--- config.mk ---
export PLATFORM = sky130hd
export DESIGN_NAME = pba_scan
export DESIGN_NICKNAME = d
export VERILOG_FILES = /design/src/design/pba_pkg.sv /design/src/design/pba_scan.sv
export SDC_FILE = /design/constraint.sdc
export NUM_CORES = 1
export LEC_CHECK = 0
export BUFFER_PORTS_ARGS = -buffer_cell sky130_fd_sc_hd__buf_2
export CAP_MARGIN = 20
export CORE_ASPECT_RATIO = 0.5
export CORE_MARGIN = 3
export CORE_UTILIZATION = 45
export DETAILED_ROUTE_END_ITERATION = 6
export PLACE_DENSITY = 0.83
export SYNTH_ARGS = -nofsm -noshare
export SYNTH_HDL_FRONTEND = slang
export SYNTH_SLANG_ARGS = --single-unit
--- constraint.sdc ---
create_clock -name clock -period 3.38 [get_ports clock]
set_input_delay 0.169 -clock clock [delete_from_list [all_inputs] [get_ports clock]]
set_output_delay 0.169 -clock clock [all_outputs]
set_load 0.01 [all_outputs]
--- src/design/pba_pkg.sv ---
// ----------------------------------------------------------------------------
// Paged bitmap ID allocator package
// Shared sizes, codes, the store command bundle and the bit-search helpers
// used by the allocator sequencer, its page store and its find-first unit.
// ----------------------------------------------------------------------------
package pba_pkg;

   // Page geometry and ID space.
   localparam int SLOTS_PER_PAGE = 64;
   localparam int ID_LIMIT       = 65535;
   localparam int PAGE_COUNT     = 1024;

   localparam int ID_W   = 16;
   localparam int SLOT_W = $clog2(SLOTS_PER_PAGE);
   localparam int PAGE_W = ID_W - SLOT_W;
   localparam int PC_W   = PAGE_W + 1;

   // The per-page free summary is kept as rows of pages.
   localparam int ROW_PAGES = 32;
   localparam int ROW_SEL_W = $clog2(ROW_PAGES);
   localparam int ROW_IDX_W = PAGE_W - ROW_SEL_W;
   localparam int ROW_COUNT = PAGE_COUNT / ROW_PAGES;

   // Pages that may ever be created, and the shape of the last partial page.
   localparam int ID_PAGES     = (ID_LIMIT + SLOTS_PER_PAGE - 1) / SLOTS_PER_PAGE;
   localparam int CREATE_LIMIT = (PAGE_COUNT < ID_PAGES) ? PAGE_COUNT : ID_PAGES;
   localparam int FULL_PAGES   = ID_LIMIT / SLOTS_PER_PAGE;
   localparam int TAIL_SLOTS   = ID_LIMIT % SLOTS_PER_PAGE;

   localparam logic [ID_W-1:0]           INVALID_ID = '1;
   localparam logic [SLOTS_PER_PAGE-1:0] ONE_SLOT   = SLOTS_PER_PAGE'(1);
   localparam logic [ROW_PAGES-1:0]      ONE_ROW    = ROW_PAGES'(1);

   typedef enum logic [1:0] {
      OP_ALLOC   = 2'd0,
      OP_OCCUPY  = 2'd1,
      OP_RELEASE = 2'd2,
      OP_QUERY   = 2'd3
   } op_type;

   typedef enum logic [1:0] {
      STATUS_OK       = 2'd0,
      STATUS_NO_SPACE = 2'd1,
      STATUS_INVALID  = 2'd2,
      STATUS_BANNED   = 2'd3
   } status_type;

   typedef enum logic [3:0] {
      ST_IDLE,
      ST_ALLOC_ROW,
      ST_ALLOC_PAGE_SCAN,
      ST_ALLOC_BM_READ,
      ST_ALLOC_SLOT_SCAN,
      ST_ALLOC_WRITE,
      ST_CREATE_READ,
      ST_CREATE_WRITE,
      ST_CHECK_READ,
      ST_CHECK_UPDATE,
      ST_DONE
   } state_type;

   // Read and write requests presented to the page store.
   typedef struct packed {
      logic                      bm_rd;
      logic                      bm_wr;
      logic [PAGE_W-1:0]         bm_addr;
      logic [SLOTS_PER_PAGE-1:0] bm_wdata;
      logic                      sum_rd;
      logic                      sum_wr;
      logic [ROW_IDX_W-1:0]      sum_addr;
      logic [ROW_PAGES-1:0]      sum_wdata;
   } store_cmd_type;

   // Index of the lowest set bit; isolate it, then encode the one-hot word.
   function automatic logic [SLOT_W-1:0] lowest_index(input logic [SLOTS_PER_PAGE-1:0] word);
      logic [SLOTS_PER_PAGE-1:0] isolated;
      logic [SLOT_W-1:0]         index;
      isolated = word & (~word + ONE_SLOT);
      index    = '0;
      for (int i = 0; i < SLOTS_PER_PAGE; i++) begin
         if (isolated[i]) begin
            index = index | SLOT_W'(i);
         end
      end
      return index;
   endfunction

   // Free bitmap of a freshly created page: only slots below the ID limit are free.
   function automatic logic [SLOTS_PER_PAGE-1:0] page_free_mask(input logic [PAGE_W-1:0] page);
      logic [SLOTS_PER_PAGE-1:0] mask;
      if ({1'b0, page} < PC_W'(FULL_PAGES)) begin
         mask = '1;
      end else if ({1'b0, page} == PC_W'(FULL_PAGES)) begin
         mask = {SLOTS_PER_PAGE{1'b1}} >> (SLOTS_PER_PAGE - TAIL_SLOTS);
      end else begin
         mask = '0;
      end
      return mask;
   endfunction

endpackage

--- src/design/pba_scan.sv ---
// ----------------------------------------------------------------------------
// Find-first unit
// Shared lowest-set-bit search with a registered result. The sequencer runs
// it over the row summary, over one summary row and over one page bitmap.
// ----------------------------------------------------------------------------
module pba_scan
   import pba_pkg::*;
(
   input  logic                      clock,
   input  logic [SLOTS_PER_PAGE-1:0] scan_word,
   output logic [SLOT_W-1:0]         scan_index,
   output logic                      scan_found
);

   logic [SLOT_W-1:0] index_ff;
   logic [SLOT_W-1:0] index_in;
   logic              found_ff;
   logic              found_in;

   // Search the presented word.
   assign index_in = lowest_index(scan_word);
   assign found_in = |scan_word;

   // The result is registered and valid in the following cycle.
   always_ff @(posedge clock) begin
      index_ff <= index_in;
      found_ff <= found_in;
   end

   assign scan_index = index_ff;
   assign scan_found = found_ff;

endmodule

==> qor.yml, run 1 <==
syn_avg_cell_area_um2: 6.61
cp-start-kind: "primary input"
crit_family: "simple AND/OR/NAND/NOR gates"
fin_crit_ns: 2.25
cts.path.max_buffers: 2
crit_required_ns: 3.55
crit_slowest_cell: "or4_4"
htreeDepth: 1
critical_path_class: "primary input to flip-flop"
grt_pass1_vias: 1820
viasPerCell: 6.50
fillerInstances: 277
grt.total_usage: 0.285
ios: 72
endpoint_kind: "flip-flop"
powerDensity_nw_per_um2: 180
internal_power_mw: 0.222
via_count: 2145
die_area_um2: 3960
routed_wl_um: 5590
cts_buffers: 3
path_clk_slew_ns: 0.05
finalHoldViolations: 0
dp.final_hpwl_um: 4660
yosysSeqAreaShare: 0.0973
pwr-share-comb: 0.369
grt_pass1_wl_um: 8700
place_area_um2: 1850
synth_edf_count: 0
final_common_cell: "buf_2"
portBuffers: 71
initial_core_util: 0.512
mostFrequentLayoutCells: "buf_2, nor2_1, nor4_1"
tightest_slew_ns: 0.806
synthArstFlopShare: 0
die_x_um: 86.0
status: "completed"
grt_max_degree: 10
drive_above_1_share: 0.314
cts_root_buffer: "clkbuf_8"
cts_sinks: 7
syn_area_um2: 1440
tritoncts: "yes"
grt_antenna_before_repair: 0
antennaDiodeCount: 0
path_buf_inv: 1
fin_setup_tns_ns: 0
syn-num-nets: 283
syn_to_final_growth_pct: 31.5
cpPeakStageDelay_ns: 0.58
wl_per_cell_um: 16.9
synth_warnings: 0
ys_types: 51
gp_congestion: 0.923
hold_path_class: "primary input to flip-flop"
crit_arrival_ns: 2.42
max_freq_mhz: 445
p_clk_frac: 0.380
worstPathMaxFanout: 8
syn_inst: 218
ys_ff_latch: 7
cts-resized-gates: 0
rsz0062_at_grt: "false"
switching_share: 0.349
fin_area_um2: 1890
gr-total-overflow: 0
die_height_um: 46
setup_viol: 0
finalPower_mw: 0.340
num-nets-final: 359
ant_nets: 0
ir_drop_mv: 0.131
first_iter_violations: 318
ctsHoldBuffers: 0
maxCapViolCount: 0
ys.flop_type: "dfxtp_1"
p_leak_nw: 0.788
path_cells: "buf_2, or4_4, nor4_4, nand2_1, nor4_2, and3b_1, nand4_1"
core-area_um2: 2810
firstDrtPassIters: 6
fp-row-count: 13
seqPwrFrac: 0.251
p_sw_mw: 0.119
drc: 0
relSlewSlack: 0.458
report.final.slew_viol_count: 0
cts_setup_buffers: 0
fin_crit_sh: 0.666
final timing paths:
path	end	cells past startpoint	start	slack [ns]
setup / recovery	scan_index[4]$_SDFF_PP1_	7	scan_word[11]	1.13
hold / removal	scan_found$_DFF_P_	3	scan_word[63]	0.17
kinds of logic after synthesis:
logic type,share of synthesized area
and+or+nand+nor,0.623
buffers and inverters,0.0443
AOI/OAI and AO/OA,0.235
DFF,0.0973
layout make-up:
cell class                 count  area (um2)  share of cell area
sequential                     7         140              0.0740
tap                           37        46.3              0.0244
multi-input combinational    195        1240               0.653
clock buffer                   4        45.0              0.0238
inverter                      13        48.8              0.0258
timing repair buffer          74         378               0.199
power groups by stage:
stage          registers, mW  clock network (mW)  logic [mW]
2_1_floorplan         0.0879                   0      0.0455
3_3_place_gp          0.0873                   0       0.119
3_5_place_dp          0.0871                   0       0.122
4_1_cts               0.0856               0.127       0.123
5_1_grt               0.0856               0.132       0.138
6_report              0.0856               0.129       0.125
through the flow:
stage | utilization | setup slack, ns | hold slack, ns | std cells
after floorplan | - | 1.44 | 0.283 | 218
after global placement | 0.657 | 0.895 | 0.431 | 326
after detailed placement | 0.657 | 0.988 | 0.430 | 326
after CTS | 0.673 | 1.21 | 0.179 | 330
after global routing | 0.673 | 0.972 | 0.201 | 330
final | 0.673 | 1.13 | 0.168 | 330
registers in the layout (all words and copies together), names as in the netlist:
register	cells
scan_index	6
scan_found	1
Yosys cell counts, types with 2 or more instances:
master	n	area share
or4_4	2	0.016
nor3b_1	2	0.010
nor3_1	13	0.045
nand2b_1	3	0.013
a21oi_1	12	0.042
inv_1	13	0.034
a211oi_1	3	0.016
nand4_1	13	0.056
o21ai_0	5	0.017
dfxtp_1	7	0.097
nor4_1	14	0.061
or4_1	7	0.036
and3_1	2	0.0087
nand2_1	12	0.031
or2_2	2	0.0087
and4b_1	2	0.014
nor2_1	30	0.078
o32ai_1	2	0.012
o31ai_1	3	0.016
nand3_1	12	0.042
buf_2	3	0.010
nor4_4	2	0.030
nor4b_1	3	0.018
and4_1	2	0.012
or3_1	3	0.013
a2111oi_0	3	0.018
nor2b_1	7	0.030
nand3b_1	4	0.021
o211ai_1	4	0.021
nor4_2	2	0.017
a31oi_1	4	0.017
and3b_1	2	0.012
o22ai_1	2	0.0087
per-layer routing:
| metal | global-route usage | wire (um) | vias to the layer above |
|---|---|---|---|
| met5 | 0.0779 | 0 | - |
| met3 | 0.0866 | 933 | 7 |
| met2 | 0.447 | 2270 | 156 |
| met4 | 0.0189 | 36 | 0 |
| met1 | 0.396 | 2340 | 949 |
| li1 | - | - | 1033 |
worst min-delay path, cell delays in order:
cell     delay, ns
buf_2         0.09
nor3_1        0.04
nand3_1       0.07
No activity file was read; power rests on OpenSTA's default activity.
==> inputs of run 2 (changes only) <==
--- a/config.mk
+++ b/config.mk
@@ -5,13 +5,14 @@
 export SDC_FILE = /design/constraint.sdc
 export NUM_CORES = 1
 export LEC_CHECK = 0
+export ABC_AREA = 1
 export BUFFER_PORTS_ARGS = -buffer_cell sky130_fd_sc_hd__buf_2
 export CAP_MARGIN = 20
 export CORE_ASPECT_RATIO = 0.5
 export CORE_MARGIN = 3
 export CORE_UTILIZATION = 45
 export DETAILED_ROUTE_END_ITERATION = 6
-export PLACE_DENSITY = 0.83
+export PLACE_DENSITY = 0.78
 export SYNTH_ARGS = -nofsm -noshare
 export SYNTH_HDL_FRONTEND = slang
 export SYNTH_SLANG_ARGS = --single-unit
==> constraint.sdc (replaced) <==
create_clock -name clock -period 1.8 [get_ports clock]
set_input_delay 0.09 -clock clock [delete_from_list [all_inputs] [get_ports clock]]
set_output_delay 0.09 -clock clock [all_outputs]
set_load 0.01 [all_outputs]
==> run 2 against run 1 <==
- sequential share of layout area shrank 2.4 points
- non-clock buffer count shrank 1
- critical endpoint is now scan_index[2]$_SDFF_PP1_
- clock power grew 78%
- sequential power grew 87%
- largest cell class unchanged
- worst hold slack lost 0.041 ns
==> qor.yml, run 2 <==
via_count: 3379  # +58%
grt_pass1_wl_um: 14200  # +63%
ys_ff_latch: 7  # unchanged
tightest_slew_ns: 0.297  # -0.508 ns
ant_nets: 0  # unchanged
path_depth: 12  # +5
finalPower_mw: 0.650  # +91%
ys_types: 21  # -59%
crit_required_ns: 1.97  # -1.58 ns
dpl.cell_count: 638  # +96%
drc: 0  # unchanged
viasPerCell: 5.26  # -19%
cts.path.max_buffers: 2  # unchanged
crit_family: "simple AND/OR/NAND/NOR gates"
cts_setup_buffers: 0  # unchanged
antennaDiodeCount: 0  # unchanged
fin_crit_ns: 1.45
grt_antenna_before_repair: 0  # unchanged
largest_register_ffs: 6  # unchanged
synth_top_area_cell: "nand2_1"
syn_to_final_growth_pct: 21.6
worstPathMaxFanout: 6  # -2
crit_arrival_ns: 1.62  # -0.80 ns
status: "completed"
post-place-ws_ns: 0.182  # -0.806 ns
grt_max_degree: 8  # -2
report.final.slew_viol_count: 0  # unchanged
holdPathStages: 3  # unchanged
die_height_um: 56.6  # +23%
setup_viol: 0  # unchanged
crit_slowest_cell: "nor2_1"
finalHoldViolations: 0  # unchanged
syn_inst: 499  # +130%
synth_edf_count: 0  # unchanged
tritoncts: "yes"
fin_crit_sh: 0.806
ys_top_cells_by_count: "nand2_1, nor2_1, inv_1"
fillerInstances: 537  # +94%
hold_path_class: "primary input to flip-flop"
critPathCapture: "scan_index[2]$_SDFF_PP1_"
first_iter_violations: 328  # +3.1%
cpPeakStageDelay_ns: 0.21  # -0.37 ns
cts_buffers: 3  # unchanged
fp-row-count: 17  # +4
yosysSeqAreaShare: 0.0608  # -0.0365
mostFrequentLayoutCells: "nand2_1, nor2_1, buf_2, inv_1, nand3_1"
endpoint_kind: "flip-flop"
htreeDepth: 1  # unchanged
grt.total_usage: 0.287  # +0.00165
portBuffers: 71  # unchanged
synth_top_area_frac: 0.267  # +0.170
cts_root_buffer: "clkbuf_8"
hold_ws_ns: 0.128  # -0.0406 ns
ys.flop_type: "dfxtp_1"
synthArstFlopShare: 0  # unchanged
cts_sinks: 7  # unchanged
stdcell_count: 642  # +95%
synth_warnings: 0  # unchanged
place_area_um2: 2760  # +49%
die_x_um: 107  # +25%
crit_start: "scan_word[15]"
gr-total-overflow: 0  # unchanged
final_common_cell: "nand2_1"
drive_above_1_share: 0.181  # -0.133
dp.final_hpwl_um: 7490  # +61%
relSlewSlack: 0.802  # +0.344
path_clk_slew_ns: 0.04  # about the same
synth_area_leaders: "nand2_1, nor2_1, nand3_1, inv_1, dfxtp_1"
final_util: 0.602  # -0.0713
fin_area_um2: 2800  # +48%
powerDensity_nw_per_um2: 232  # +29%
ctsHoldBuffers: 0  # unchanged
firstDrtPassIters: 5  # -1
syn-num-nets: 564  # +99%
syn_area_um2: 2310  # +60%
core-area_um2: 4660  # +66%
rsz0062_at_grt: "false"
ir_drop_mv: 0.190  # +46%
path_cells: "buf_2, nor2_1, nand2_1, nor2_1, nand2_1, nor2_4, nand2_1, nand3_1, nor2_1, nand2_1, nor2_1, nand3_1"
max_freq_mhz: 689
wl_per_cell_um: 13.4  # -21%
synth_most_common_cell: "nand2_1"
gp_congestion: 0.955  # +3.5%
ios: 72  # unchanged
num-nets-final: 642  # +79%
cp-start-kind: "primary input"
p_leak_nw: 1.49  # +89%
maxCapViolCount: 0  # unchanged
die_area_um2: 6070  # +53%
fin_setup_tns_ns: 0  # unchanged
initial_core_util: 0.495  # -0.0168
routed_wl_um: 8590  # +54%
critical_path_class: "primary input to flip-flop"
timing.final.ws_setup_ns: 0.349  # -0.782 ns
syn_avg_cell_area_um2: 4.62  # -30%
path_buf_inv: 1  # unchanged
grt_pass1_vias: 3022  # +66%
cts-resized-gates: 0  # unchanged
[run 2: cell count changes in the layout (fill, tap and decap cells not counted), sizes merged, moves of 7 or more]
| cell | previous run | this run |
|---|---|---|
| nand2 | 12 | 170 |
| nor2 | 30 | 179 |
| inv | 13 | 54 |
| nand3 | 12 | 44 |
| nor4 | 18 | 1 |
| nor3 | 14 | 4 |
| or4 | 9 | 0 |
| a21oi | 12 | 4 |
| nor2b | 7 | 0 |
[run 2: how the worst min path moves through the flow]
stage,start,endpoint
after floorplan,scan_word[62],scan_found$_DFF_P_
after global placement,scan_word[63],scan_found$_DFF_P_
after detailed placement,scan_word[63],scan_found$_DFF_P_
after CTS,scan_word[63],scan_found$_DFF_P_
after global routing,scan_word[63],scan_found$_DFF_P_
final,scan_word[63],scan_found$_DFF_P_
[run 2: power by group]
part           leakage (nW)  total [mW]  internal, mW  switching, mW
sequential           0.0571       0.160         0.160       0.000636
combinational          1.41       0.260        0.0957          0.164
clock                0.0228       0.230         0.154         0.0765
[run 2: logic make-up after synthesis]
family,share of synthesized area
AO/OA/AOI/OAI,0.0130
AND/OR/NAND/NOR,0.838
buffers and inverters,0.0879
flip-flops,0.0608
[run 2: final cells by class]
class,instances,area (um2),share of cell area
timing repair buffer,73,370,0.132
clock buffer,4,45.0,0.0161
multi-input combinational,438,1960,0.700
sequential,7,140,0.0500
inverter,54,203,0.0723
tap,66,82.6,0.0295
[run 2: per-layer routing]
metal | GRT usage | vias up | wire length (um)
met5 | 0 | - | 0
met4 | 0.0328 | 0 | 59
met3 | 0.0310 | 11 | 801
met2 | 0.442 | 179 | 3530
met1 | 0.438 | 1474 | 4190
li1 | - | 1715 | -
==> inputs of run 3 (changes only) <==
--- a/config.mk
+++ b/config.mk
@@ -12,7 +12,7 @@
 export CORE_MARGIN = 3
 export CORE_UTILIZATION = 45
 export DETAILED_ROUTE_END_ITERATION = 6
-export PLACE_DENSITY = 0.78
+export PLACE_DENSITY = 0.76
 export SYNTH_ARGS = -nofsm -noshare
 export SYNTH_HDL_FRONTEND = slang
 export SYNTH_SLANG_ARGS = --single-unit
==> constraint.sdc (replaced) <==
create_clock -name clock -period 1.4 [get_ports clock]
set_input_delay 0.07 -clock clock [delete_from_list [all_inputs] [get_ports clock]]
set_output_delay 0.07 -clock clock [all_outputs]
set_load 0.01 [all_outputs]
==> run 3 against run 2 <==
- sequential share of layout area down 0.63 points
- non-clock buffer count increased by 46
- sequential power increased by 29%
- critical path type unchanged
- critical endpoint is now scan_index[5]$_SDFF_PP1_
- largest power group unchanged
==> qor.yml, run 3 (synthesis gave the netlist of run 2 again) <==
drc: 0  # unchanged
crit_required_ns: 1.58  # -0.39 ns
largest_register_ffs: 6  # unchanged
p_clk_frac: 0.332  # -0.022
grt_pass1_wl_um: 14700  # +3.8%
fin_crit_ns: 1.32
hp-start: "scan_word[63]"
worstPathMaxFanout: 6  # unchanged
antennaDiodeCount: 0  # unchanged
routed_wl_um: 9260  # +7.8%
p_sw_mw: 0.339  # +41%
place_area_um2: 3100  # +13%
via_count: 3566  # +5.5%
path_cells: "buf_2, nor2_1, nand2_1, nor2_1, nand2_1, nor2_4, nand2_1, nand2_1, nor2_1, nand3b_1, nor2_1, nand2_1"
max_freq_mhz: 758
cts-resized-gates: 0  # unchanged
first_iter_violations: 253  # -23%
cts_sinks: 7  # unchanged
die_height_um: 56.6  # unchanged
tightest_slew_ns: 0.302  # +0.00462 ns
finalHoldViolations: 0  # unchanged
multiInputGateArea_um2: 2020  # +2.9%
mostFrequentLayoutCells: "nand2_1, nor2_1, buf_2, inv_1, buf_4"
ant_nets: 0  # unchanged
p_leak_nw: 1.72  # +16%
core-area_um2: 4660  # unchanged
gp_congestion: 0.995  # +4.2%
final_common_cell: "nand2_1"
die_x_um: 107  # unchanged
setup_viol: 0  # unchanged
drive_above_1_share: 0.264  # +0.0831
crit_arrival_ns: 1.50  # -0.12 ns
status: "completed"
stdcell_count: 688  # +7.2%
path_depth: 12  # unchanged
ir_drop_mv: 0.224  # +18%
pwr-share-comb: 0.442  # +0.043
timing.final.ws_setup_ns: 0.0801  # -0.269 ns
maxCapViolCount: 0  # unchanged
critPathCapture: "scan_index[5]$_SDFF_PP1_"
htreeDepth: 1  # unchanged
relSlewSlack: 0.798  # -0.00382
internal_power_mw: 0.573  # +40%
cts_root_buffer: "clkbuf_8"
viasPerCell: 5.18  # -1.5%
powerDensity_nw_per_um2: 284  # +23%
num-nets-final: 688  # +7.2%
cp-start-kind: "primary input"
dp.final_hpwl_um: 8070  # +7.7%
path_buf_inv: 1  # unchanged
crit_start: "scan_word[10]"
hold_path_class: "primary input to flip-flop"
ctsHoldBuffers: 0  # unchanged
path_clk_slew_ns: 0.05  # about the same
dpl.cell_count: 684  # +7.2%
cts_buffers: 3  # unchanged
wl_per_cell_um: 13.5  # +0.61%
cts_setup_buffers: 0  # unchanged
post-place-ws_ns: -0.198  # -0.380 ns
fin_area_um2: 3210  # +14%
switching_share: 0.372  # +0.00110
die_area_um2: 6070  # unchanged
fp-row-count: 17  # unchanged
grt_max_degree: 8  # unchanged
grt_antenna_before_repair: 0  # unchanged
ios: 72  # unchanged
portBuffers: 71  # unchanged
syn_to_final_growth_pct: 39.1
crit_slowest_cell: "nor2_4"
grt_pass1_vias: 3170  # +4.9%
critical_path_class: "primary input to flip-flop"
fin_crit_sh: 0.943
seqPwrFrac: 0.226  # -0.020
hold_ws_ns: 0.116  # -0.0112 ns
initial_core_util: 0.495  # unchanged
cts.path.max_buffers: 2  # unchanged
report.final.slew_viol_count: 0  # unchanged
firstDrtPassIters: 5  # unchanged
endpoint_kind: "flip-flop"
cp_common_cell: "nand2_1"
cpPeakStageDelay_ns: 0.24  # +0.03 ns
gr-total-overflow: 0  # unchanged
fillerInstances: 511  # -4.8%
tritoncts: "yes"
crit_family: "simple AND/OR/NAND/NOR gates"
ff_latch_area_um2: 140  # unchanged
grt.total_usage: 0.301  # +0.0137
## run 3: layer usage
layer / GRT usage / vias to the layer above / part of all wire
met3: 0.0402 / 5 / 0.10
met4: 0.0273 / 0 / 0.0033
met2: 0.487 / 183 / 0.43
li1: - / 1801 / -
met5: 0 / - / 0
met1: 0.438 / 1577 / 0.46
## run 3: final cells by class
cell class	count	area share
multi-input combinational	438	0.630
timing repair buffer	119	0.223
inverter	54	0.0632
sequential	7	0.0437
tap	66	0.0258
clock buffer	3	0.0129
clock inverter	1	0.00156
## run 3: how the worst min path moves through the flow
stage / to / slack [ns] / cells after the start
global route: scan_found$_DFF_P_ / 0.11 / 3
CTS: scan_found$_DFF_P_ / 0.10 / 3
detailed placement: scan_found$_DFF_P_ / 0.35 / 3
floorplan: scan_found$_DFF_P_ / 0.19 / 2
finish: scan_found$_DFF_P_ / 0.12 / 3
global placement: scan_found$_DFF_P_ / 0.38 / 3
## run 3: tightest hold or removal path, cell delays in order
cell     delay, ns
buf_2         0.10
nor4_1        0.06
nand4_1       0.09
## run 3: power groups by stage
stage | combinational, mW | sequential, mW | clock, mW
2_1_floorplan | 0.142 | 0.212 | 0
3_3_place_gp | 0.385 | 0.209 | 0
3_5_place_dp | 0.386 | 0.209 | 0
4_1_cts | 0.389 | 0.206 | 0.310
5_1_grt | 0.443 | 0.206 | 0.323
6_report | 0.404 | 0.206 | 0.303
## run 3: stage by stage
stage          power (mW)  setup TNS, ns   util
2_1_floorplan       0.355              0      -
3_3_place_gp        0.594          -1.07  0.666
3_5_place_dp        0.596          -1.02  0.666
4_1_cts             0.905              0  0.676
5_1_grt             0.973        -0.0243  0.688
6_report            0.912              0  0.688
